### src/rtl/cbfe_pkg.sv
// ----------------------------------------------------------------------------
// cbfe_pkg
// Shared types and constants of the complemented byte frame encoder.
// ----------------------------------------------------------------------------
`default_nettype none

package cbfe_pkg;

  localparam logic [7:0] PREAMBLE_FIRST  = 8'h55;
  localparam logic [7:0] PREAMBLE_SECOND = 8'hFF;
  localparam logic [7:0] PREAMBLE_THIRD  = 8'h00;

  // command queue between the front and the back
  localparam int unsigned QDEPTH = 2;
  localparam int unsigned QPTR_W = $clog2(QDEPTH);
  localparam int unsigned QCNT_W = $clog2(QDEPTH + 1);

  typedef struct packed {
    logic [7:0] data_byte;
    logic       opens_message;
    logic       closes_message;
  } in_item_t;

  typedef struct packed {
    logic [7:0] line_byte;
    logic       run_last;
    logic       frame_end;
  } out_item_t;

  // one classified byte, with the running sum that includes it
  typedef struct packed {
    in_item_t   item;
    logic [7:0] sum;
  } cmd_t;

  typedef struct packed {
    logic empty;
    logic full;
  } q_status_t;

endpackage : cbfe_pkg

`default_nettype wire

### src/rtl/cbfe_front.sv
// ----------------------------------------------------------------------------
// cbfe_front
// Accepts message bytes, keeps the running sum and queues one command per byte.
// ----------------------------------------------------------------------------
`default_nettype none

module cbfe_front import cbfe_pkg::*; (
  input  wire       clk_i,
  input  wire       rst_ni,
  input  wire       push,
  output logic      full,
  input  in_item_t  in_item_i,
  input  q_status_t q_status_i,
  output logic      cmd_push_o,
  output cmd_t      cmd_o
);

  logic [7:0] sum_q;
  logic [7:0] sum_d;

  assign full       = q_status_i.full;
  assign cmd_push_o = push && !q_status_i.full;

  // restart on the command byte, otherwise accumulate modulo 256
  assign sum_d = in_item_i.opens_message ? in_item_i.data_byte
                                         : sum_q + in_item_i.data_byte;

  assign cmd_o.item = in_item_i;
  assign cmd_o.sum  = sum_d;

  always_ff @(posedge clk_i or negedge rst_ni) begin
    if (!rst_ni) begin
      sum_q <= 8'h00;
    end else if (cmd_push_o) begin
      sum_q <= sum_d;
    end
  end

endmodule : cbfe_front

`default_nettype wire

### src/rtl/cbfe_queue.sv
// ----------------------------------------------------------------------------
// cbfe_queue
// Short command queue that decouples the front from the back.
// ----------------------------------------------------------------------------
`default_nettype none

module cbfe_queue import cbfe_pkg::*; (
  input  wire       clk_i,
  input  wire       rst_ni,
  input  wire       push_i,
  input  cmd_t      cmd_i,
  input  wire       pop_i,
  output cmd_t      head_o,
  output q_status_t status_o
);

  cmd_t              mem_q [QDEPTH];
  logic [QPTR_W-1:0] wr_ptr_q;
  logic [QPTR_W-1:0] rd_ptr_q;
  logic [QCNT_W-1:0] cnt_q;
  logic              do_push;
  logic              do_pop;

  assign status_o.empty = (cnt_q == '0);
  assign status_o.full  = (cnt_q == QCNT_W'(QDEPTH));
  assign do_push        = push_i && !status_o.full;
  assign do_pop         = pop_i && !status_o.empty;
  assign head_o         = mem_q[rd_ptr_q];

  always_ff @(posedge clk_i) begin
    if (do_push) begin
      mem_q[wr_ptr_q] <= cmd_i;
    end
  end

  always_ff @(posedge clk_i or negedge rst_ni) begin
    if (!rst_ni) begin
      wr_ptr_q <= '0;
      rd_ptr_q <= '0;
      cnt_q    <= '0;
    end else begin
      if (do_push) begin
        wr_ptr_q <= wr_ptr_q + QPTR_W'(1);
      end
      if (do_pop) begin
        rd_ptr_q <= rd_ptr_q + QPTR_W'(1);
      end
      if (do_push && !do_pop) begin
        cnt_q <= cnt_q + QCNT_W'(1);
      end else if (do_pop && !do_push) begin
        cnt_q <= cnt_q - QCNT_W'(1);
      end
    end
  end

endmodule : cbfe_queue

`default_nettype wire

### src/rtl/cbfe_back.sv
// ----------------------------------------------------------------------------
// cbfe_back
// Steps through the line bytes of each queued command into a registered result
// slot, one per cycle while the slot is empty or being popped.
// ----------------------------------------------------------------------------
`default_nettype none

module cbfe_back import cbfe_pkg::*; (
  input  wire       clk_i,
  input  wire       rst_ni,
  input  cmd_t      head_i,
  input  q_status_t q_status_i,
  output logic      cmd_pop_o,
  output logic      empty,
  input  wire       pop,
  output out_item_t out_item_o
);

  typedef enum logic [2:0] {
    S_PRE0  = 3'd0,
    S_PRE1  = 3'd1,
    S_PRE2  = 3'd2,
    S_DATA  = 3'd3,
    S_DATAN = 3'd4,
    S_SUM   = 3'd5,
    S_SUMN  = 3'd6
  } step_e;

  step_e     step_q;
  logic      started_q;
  logic      out_valid_q;
  out_item_t out_q;

  step_e     cur_step;
  step_e     last_step;
  logic      is_last;
  logic      emit;
  out_item_t res;

  assign cur_step  = started_q ? step_q
                               : (head_i.item.opens_message ? S_PRE0 : S_DATA);
  assign last_step = head_i.item.closes_message ? S_SUMN : S_DATAN;
  assign is_last   = (cur_step == last_step);
  assign emit      = !q_status_i.empty && (!out_valid_q || pop);
  assign cmd_pop_o = emit && is_last;

  always_comb begin
    res.run_last  = is_last;
    res.frame_end = (cur_step == S_SUMN);
    case (cur_step)
      S_PRE0:  res.line_byte = PREAMBLE_FIRST;
      S_PRE1:  res.line_byte = PREAMBLE_SECOND;
      S_PRE2:  res.line_byte = PREAMBLE_THIRD;
      S_DATA:  res.line_byte = head_i.item.data_byte;
      S_DATAN: res.line_byte = ~head_i.item.data_byte;
      S_SUM:   res.line_byte = head_i.sum;
      S_SUMN:  res.line_byte = ~head_i.sum;
      default: res.line_byte = PREAMBLE_THIRD;
    endcase
  end

  always_ff @(posedge clk_i or negedge rst_ni) begin
    if (!rst_ni) begin
      step_q      <= S_PRE0;
      started_q   <= 1'b0;
      out_valid_q <= 1'b0;
      out_q       <= '0;
    end else begin
      if (emit) begin
        out_valid_q <= 1'b1;
        out_q       <= res;
        if (is_last) begin
          started_q <= 1'b0;
        end else begin
          started_q <= 1'b1;
          step_q    <= step_e'(3'(cur_step) + 3'd1);
        end
      end else if (pop) begin
        out_valid_q <= 1'b0;
      end
    end
  end

  assign empty      = !out_valid_q;
  assign out_item_o = out_q;

`ifndef SYNTHESIS
  // the complemented checksum always closes the run of its byte
  assert property (@(posedge clk_i) disable iff (!rst_ni)
    out_valid_q && out_q.frame_end |-> out_q.run_last)
    else $error("frame end without run end");

  // retiring a command leaves its last result in the slot
  assert property (@(posedge clk_i) disable iff (!rst_ni)
    cmd_pop_o |=> out_valid_q && out_q.run_last)
    else $error("command retired without a final result");

  // preamble steps only run for a command byte
  assert property (@(posedge clk_i) disable iff (!rst_ni)
    started_q && (step_q == S_PRE1 || step_q == S_PRE2)
      |-> head_i.item.opens_message)
    else $error("preamble step on a byte that opens no message");
`endif

endmodule : cbfe_back

`default_nettype wire

### src/rtl/complemented_byte_frame_encoder.sv
// ----------------------------------------------------------------------------
// complemented_byte_frame_encoder
// Frames message bytes for the infrared line: preamble, byte/complement
// pairs and a checksum pair.
// ----------------------------------------------------------------------------
// Each accepted byte gives 2 to 7 line bytes: the preamble 55 FF 00 when it
// opens a message, then the byte and its complement, then the running sum and
// its complement when it closes the message. The result side delivers one line
// byte per cycle while the receiver keeps popping; the sequencer in the back
// part walks each byte's steps. A two-entry command queue lets the input take
// further bytes while earlier ones are still being sent, and the running sum is
// updated when a byte is taken in.
`default_nettype none

module complemented_byte_frame_encoder import cbfe_pkg::*; (
  input  wire       clk_i,
  input  wire       rst_ni,
  input  wire       push,
  output logic      full,
  input  in_item_t  in_item_i,
  output logic      empty,
  input  wire       pop,
  output out_item_t out_item_o
);

  logic      cmd_push;
  logic      cmd_pop;
  cmd_t      cmd_in;
  cmd_t      cmd_head;
  q_status_t q_status;

  cbfe_front u_front (
    .clk_i      (clk_i),
    .rst_ni     (rst_ni),
    .push       (push),
    .full       (full),
    .in_item_i  (in_item_i),
    .q_status_i (q_status),
    .cmd_push_o (cmd_push),
    .cmd_o      (cmd_in)
  );

  cbfe_queue u_queue (
    .clk_i    (clk_i),
    .rst_ni   (rst_ni),
    .push_i   (cmd_push),
    .cmd_i    (cmd_in),
    .pop_i    (cmd_pop),
    .head_o   (cmd_head),
    .status_o (q_status)
  );

  cbfe_back u_back (
    .clk_i      (clk_i),
    .rst_ni     (rst_ni),
    .head_i     (cmd_head),
    .q_status_i (q_status),
    .cmd_pop_o  (cmd_pop),
    .empty      (empty),
    .pop        (pop),
    .out_item_o (out_item_o)
  );

endmodule : complemented_byte_frame_encoder

`default_nettype wire

### config.mk
export PLATFORM = sky130hd
export DESIGN_NAME = complemented_byte_frame_encoder
export DESIGN_NICKNAME = d
export VERILOG_FILES = /design/src/rtl/cbfe_pkg.sv /design/src/rtl/cbfe_front.sv /design/src/rtl/cbfe_queue.sv /design/src/rtl/cbfe_back.sv /design/src/rtl/complemented_byte_frame_encoder.sv
export SDC_FILE = /design/constraint.sdc
export NUM_CORES = 1
export LEC_CHECK = 0
export ABC_CLOCK_PERIOD_IN_PS = 7000
export BUFFER_PORTS_ARGS = -buffer_cell sky130_fd_sc_hd__buf_2
export CELL_PAD_IN_SITES_DETAIL_PLACEMENT = 1
export CELL_PAD_IN_SITES_GLOBAL_PLACEMENT = 1
export CORE_ASPECT_RATIO = 0.9
export CORE_MARGIN = 2
export CORE_UTILIZATION = 52
export CTS_CLUSTER_SIZE = 20
export DETAILED_ROUTE_END_ITERATION = 10
export PLACE_DENSITY = 0.86
export SYNTH_ARGS = -nofsm -noshare
export SYNTH_HDL_FRONTEND = slang
export SYNTH_SLANG_ARGS = --single-unit
### constraint.sdc
create_clock -name clk_i -period 7 [get_ports clk_i]
set_input_delay 1.4 -clock clk_i [delete_from_list [all_inputs] [get_ports clk_i]]
set_output_delay 1.4 -clock clk_i [all_outputs]
set_load 0.03 [all_outputs]
# --- After elaboration in Yosys (flattened, before gate mapping) ---
# Memories as Yosys holds them, arrays and structs flattened.
# Index checks and enable logic that the tools add are counted.
totals:
  register_bits: 27
  ram_bits: 36
  input_bits: 14
  output_inout_bits: 12
  wordCells: 57
  memories: 1
mem_list:
  columns: ["memory", "depth", "word_bits", "rd", "rd_clocked_by_memory_dff", "wr", "line", "text"]
  rows:
  - ["u_queue.mem_q", 2, 18, 1, 0, 1, "cbfe_queue.sv:17", "cmd_t mem_q [QDEPTH];"]
classes:
  add_sub_neg: 6
  n_eq_ne: 7
  muxes: 12
  bitwise: 3
  n_reduce_logical: 18
ops:
  columns: ["operator", "n"]
  rows:
  - ["$pmux W8 S6", 1]
  - ["$not A8 Y8", 2]
  - ["$eq A3 B3 Y1 const B", 3]
  - ["$add A8 B8 Y8", 1]
  - ["$mux W2", 4]
  - ["$mux W8", 1]
  - ["$logic_and A1 B1 Y1", 7]
  - ["$logic_not A1 Y1", 5]
  - ["$mux W1", 5]
  - ["$reduce_bool A2 Y1", 2]
  - ["$add A3 B1 Y3 const B", 1]
  - ["$eq A3 B1 Y1 const B", 1]
  - ["$eq A3 B2 Y1 const B", 1]
  - ["$eq A3 B3 Y1", 1]
  - ["$logic_not A3 Y1", 1]
  - ["$mux W3", 1]
  - ["$add A1 B1 Y1 const B", 2]
  - ["$add A2 B1 Y2 const B", 1]
  - ["$eq A2 B2 Y1 const B", 1]
  - ["$logic_not A2 Y1", 1]
  - ["$reduce_and A2 Y1", 1]
  - ["$sub A2 B1 Y2 const B", 1]
  - ["$logic_or A1 B1 Y1", 1]
  - ["$not A1 Y1", 1]

# --- Depth between registers and ports, before layout ---
# An unclocked memory read counts as a cell.
depth:
  word_depth: 9
  depth_mapped: 11
  mapped_depth_nobuf: 9

# --- Modules after synthesis ---
# A second synthesis with hierarchy kept.
unflattened:
  hier_cells: 303
  area_unflattened_um2: 3514.6
by_module_without_submodules:
  columns: ["mod", "instances", "cells_per_inst", "area_each_um2", "seq_area_each_um2"]
  rows:
  - ["cbfe_queue", 1, 75, 1545.2, 1181.1]
  - ["cbfe_back", 1, 105, 1003.5, 375.4]
  - ["cbfe_front", 1, 123, 965.9, 200.2]

# --- Worst setup path before layout ---
# OpenSTA, ideal clock, no wires.
synth_timing:
  path_kind: "input to register"
  startpoint: "in in_item_i[2] (netlist name)"
  endpoint: "reg u_front.sum_q[6]"
  setup_time_ps: 125
  t_arrival_ps: 2757
  required_ps: 6875
  slack_ps: 4118
  cell_stages: 8
  path_buffers: 0
  path_cell_list: "ha_1 inv_1 fa_1 nand2b_1 a21oi_1 o21a_1 o31ai_1 mux2_2"
synth_rtl:
  columns: ["item", "line", "text"]
  rows:
  - ["start: declaration", "complemented_byte_frame_encoder.sv:20", "input in_item_t in_item_i,"]
  - ["end signal: assignment", "cbfe_front.sv:35", "sum_q <= sum_d;"]
  - ["end: declaration", "cbfe_front.sv:18", "logic [7:0] sum_q;"]

# --- Final worst setup path ---
layout_timing:
  startpoint: "reg u_queue.rd_ptr_q"
  endpoint: "reg u_back.out_q (netlist bit u_back.out_item_o[2])"
layout_via:
  elab_chain_len: 5
  elab_cells_between_ends: 12
  classes_between: "5 x eq/ne; 3 x mux; 2 x bitwise; 1 x reduce/logical; 1 x memory"
layout_lines:
  columns: ["item", "line", "text"]
  rows:
  - ["start: declaration", "cbfe_queue.sv:19", "logic [QPTR_W-1:0] rd_ptr_q;"]
  - ["start signal: assignment", "cbfe_queue.sv:46", "rd_ptr_q <= rd_ptr_q + QPTR_W'(1);"]
  - ["$mem_v2 Z2 W18 (*)", null, null]
  - ["$mux W2", "cbfe_back.sv:41", ": (head_i.item.opens_message ? S_PRE0 : S_DATA);"]
  - ["$mux W3", "cbfe_back.sv:40", "assign cur_step = started_q ? step_q"]
  - ["$eq A3 B3 Y1, or another cell as far along", "cbfe_back.sv:50", "case (cur_step)"]
  - ["$pmux W8 S6 (*)", "cbfe_back.sv:50", null]
  - ["end signal: assignment", "cbfe_back.sv:71", "out_q <= res;"]
  - ["end: declaration", "cbfe_back.sv:32", "out_item_t out_q;"]
# Every way passes the cells marked *; elsewhere a longest branch is shown, timed or not.
# A chain may end at the register's enable or synchronous reset.

==> summary.md <==
| Metric | Value |
|---|---|
| Status | `finished clean` |
| Die X-Extent | `86.8 microns` |
| Clock skew | `0.00822 ns` |
| Seq pwr share | `37.1%` |
| Crit path launch | `u_queue.rd_ptr_q` |
| P_sw | `675 uW` |
| Tightest Hold Check Type | `register to register` |
| Slew of the pin with the lowest slew margin | `1.10 ns` |
| Multi-input gate area | `1340 sq um` |
| Root Buffer | `clkbuf_8` |
| TritonCTS clock tree | `built` |
| Initial Util | `53.1%` |
| 1st-iter DRT viols | `104` |
| Row count | `27` |
| Crit path launch type | `register` |
| Hold-critical path depth | `2` |
| Initial DRT Pass Iterations | `4` |
| Bufs on Longest Clock Path | `2` |
| WP data required | `7.22 ns` |
| Initial antenna violation count | `0` |
| Commonest non-fill, non-tap cell in the layout | `edfxtp_1` |
| FF/Latch Area | `1760 sq um` |
| CP peak stage delay | `1.06 ns` |
| Die Y | `78.6 microns` |
| Clk_lat worst skew | `0.34 ns` |
| Sw Ratio | `39.0%` |
| Worst reg2reg startpoint | `u_queue.rd_ptr_q` |
| Vias | `2,142` |
| First-pass GRT wire length | `11,900 microns` |
| Total GRT Usage | `23.3%` |
| GPL Wtd Cong | `0.834` |
| Design area | `3580 sq um` |
| Residual DRC count | `0` |
| Post-layout net count | `316` |
| Post-Synthesis Cell Area | `3210 sq um` |
| Vias in the first global route | `2,348` |
| PwrDens | `483 nW/um^2` |
| Die area | `6820 sq um` |
| Worst path slowest cell | `dfrtp_1` |
| Crit path max fanout | `24` |
| Net Count, Synth | `291` |
| Routed WL per cell | `19.7 microns` |
| Setup tns final | `0 ns` |
| CTS Buf Count | `9` |
| Remaining antenna violation count | `0` |
| Largest net degree at the start of global routing | `28` |
| WS Path Type | `register to register` |
| Ant diodes | `0` |
| Final period utilization | `45.1%` |
| Area delta synth->final | `11.5%` |
| Nature of the critical path endpoint | `register` |
| Fill count | `646` |
| Layout cells sized above 1 | `19.5%` |
| Area after DPL | `3370 sq um` |
| Core Box Area | `6050 sq um` |
| Crit-path cells | `a211oi_1 > a21oi_1 > inv_1 > ha_1 > ha_1 > nor4_2 > a21oi_2 > a22o_1` |
| Post-CTS setup buffer count | `0` |
| Pleak | `1.57 nW` |
| Peak supply drop | `0.000180 V` |
| Worst r2r dst | `u_back.out_item_o[2]` |
| Total Wirelength | `7190 microns` |
| Cell mode on critical path | `ha_1` |
| Post-cts gate resize count | `0` |
| Hold buffer count at CTS | `0` |
| FF-to-FF path depth | `8` |
| Final Hold Fails | `0` |
| Max-Cap Viols | `0` |
| Critical Path End | `u_back.out_item_o[2]` |
| Dpl hpwl | `5010 microns` |
| CTS H-Tree Depth | `3` |
| Clock Power Share | `20.0%` |
| IO Port Bufs | `25` |
| Clk slew on worst S/H paths | `0.06 ns` |
| Int Pwr | `1.06 mW` |
| Commonest non-fill, non-tap cells in the layout | `edfxtp_1, mux2i_1, dfrtp_1` |
| Yosys cell types | `47` |
| RSZ-0062 raised after global routing | `false` |
| Yosys warnings | `0` |
| Critical path data arrival time | `3.38 ns` |
| Clock sinks | `63` |
| Synth Instances | `263` |
| Ports | `26` |
| Achievable Freq | `316 MHz` |
| Final setup violation count | `0` |
| Gr ovfl total | `0` |
| Syn Area/Cell | `12.2 sq um` |
| Register area share after synthesis | `54.7%` |
| Max Slew Vio Count | `0` |
| #FFs+latches synth | `63` |
| Fin crit period | `3.16 ns` |
| Routed vias/inst | `5.87` |
| Share of total power in combinational logic | `43.0%` |
| Slew headroom | `26.8%` |
| Flop2flop setup slack | `3.84 ns` |
-- critical path, delay by kind of cell (launching register included) --
family          cells  cell delay (ns)
flops               1             1.06
compound gates      4             1.01
fa+ha+maj           2             0.52
simple gates        1             0.34
buf+inv             1             0.12
-- final cells by class --
type | instances | area share (%)
Clock buffer | 12 | 4.05
Inverter | 12 | 1.26
Timing Repair Buffer | 27 | 3.91
Tap cell | 72 | 2.51
Sequential cell | 63 | 49.0
Clock inverter | 4 | 1.96
Multi-Input combinational cell | 175 | 37.3
-- logic make-up (layout without fill, tap and decap cells) --
| logic type | after synthesis | in the layout | share of synthesized area (%) |
|---|---|---|---|
| adders and majority gates | 14 | 14 | 5.69 |
| buffers and inverters | 25 | 55 | 3.74 |
| DFF | 63 | 63 | 54.7 |
| muxes | 38 | 38 | 12.2 |
| and+or+nand+nor | 64 | 64 | 10.1 |
| AOI/OAI and AO/OA | 49 | 49 | 10.9 |
| xor gates and xnor gates | 10 | 10 | 2.73 |
-- state kept, by name, summed over array words and instances (netlist names), 2 cells and up --
register,flops
u_queue.mem_q,36
u_queue.cnt_q,2
u_back.out_item_o,10
u_back.step_q,3
u_front.sum_q,8
-- power groups by stage --
stage | combinational, mW | clock [mW] | sequential (mW)
floorplan | 0.576 | 0 | 0.628
global placement | 0.699 | 0 | 0.632
detailed placement | 0.737 | 0 | 0.648
CTS | 0.754 | 0.350 | 0.641
global route | 0.826 | 0.369 | 0.657
finish | 0.744 | 0.346 | 0.642
-- cell usage after synthesis, drive strengths merged --
cell	count	area (sq um)
edfxtp	36	1080
mux2i	29	290
dfrtp	27	676
nand2	17	66.3
nor2	14	52.6
ha	13	163
inv	12	45.0
a21oi	11	58.8
mux2	9	101
nand3	9	45.0
a22o	8	70.1
o21ai	8	43.8
clkbuf	7	26.3
nand2b	7	43.8
nor2b	7	43.8
buf	6	48.8
xnor2	6	52.6
a211oi	5	37.5
xor2	4	35.0
a21o	3	22.5
and3	3	18.8
o211ai	3	27.5
nand4	2	12.5
nor3	2	15.0
o31ai	2	15.0
a211o	1	8.76
a21boi	1	7.51
a221o	1	10.0
a31oi	1	6.26
fa	1	20.0
nor3b	1	7.51
nor4	1	12.5
o21a	1	7.51
o21bai	1	7.51
o221ai	1	8.76
o22a	1	8.76
o32ai	1	8.76
or2	1	6.26
-- routing by layer --
| metal | vias up | share of wire, % | track usage (%) |
|---|---|---|---|
| met5 | - | 0 | 0 |
| met4 | 0 | 2.0 | 7.97 |
| met3 | 19 | 3.2 | 7.05 |
| met2 | 53 | 51 | 38.1 |
| met1 | 1062 | 44 | 29.3 |
| li1 | 1008 | - | - |
-- per-stage QoR --
step | cells | setup WS, ns | hold WS, ns | total power [mW] | util [%]
floorplan | 263 | 4.12 | 0.463 | 1.20 | -
global placement | 349 | 3.92 | 0.454 | 1.33 | 55.7
detailed placement | 349 | 3.70 | 0.461 | 1.38 | 55.7
CTS | 365 | 3.81 | 0.476 | 1.75 | 59.2
global route | 365 | 3.54 | 0.517 | 1.85 | 59.2
finish | 365 | 3.84 | 0.474 | 1.73 | 59.2
-- worst min path at each step --
stage | from | end | slack (ns)
2_1_floorplan | u_front.sum_q[4] | u_front.sum_q[4] | 0.46
3_3_place_gp | u_back.out_item_o[1] | u_back.out_item_o[1] | 0.45
3_5_place_dp | u_back.out_item_o[1] | u_back.out_item_o[1] | 0.46
4_1_cts | u_back.out_item_o[1] | u_back.out_item_o[1] | 0.48
5_1_grt | u_back.out_item_o[1] | u_back.out_item_o[1] | 0.52
6_report | u_back.out_item_o[1] | u_back.out_item_o[1] | 0.47
Power figures use the tool's default switching activity.
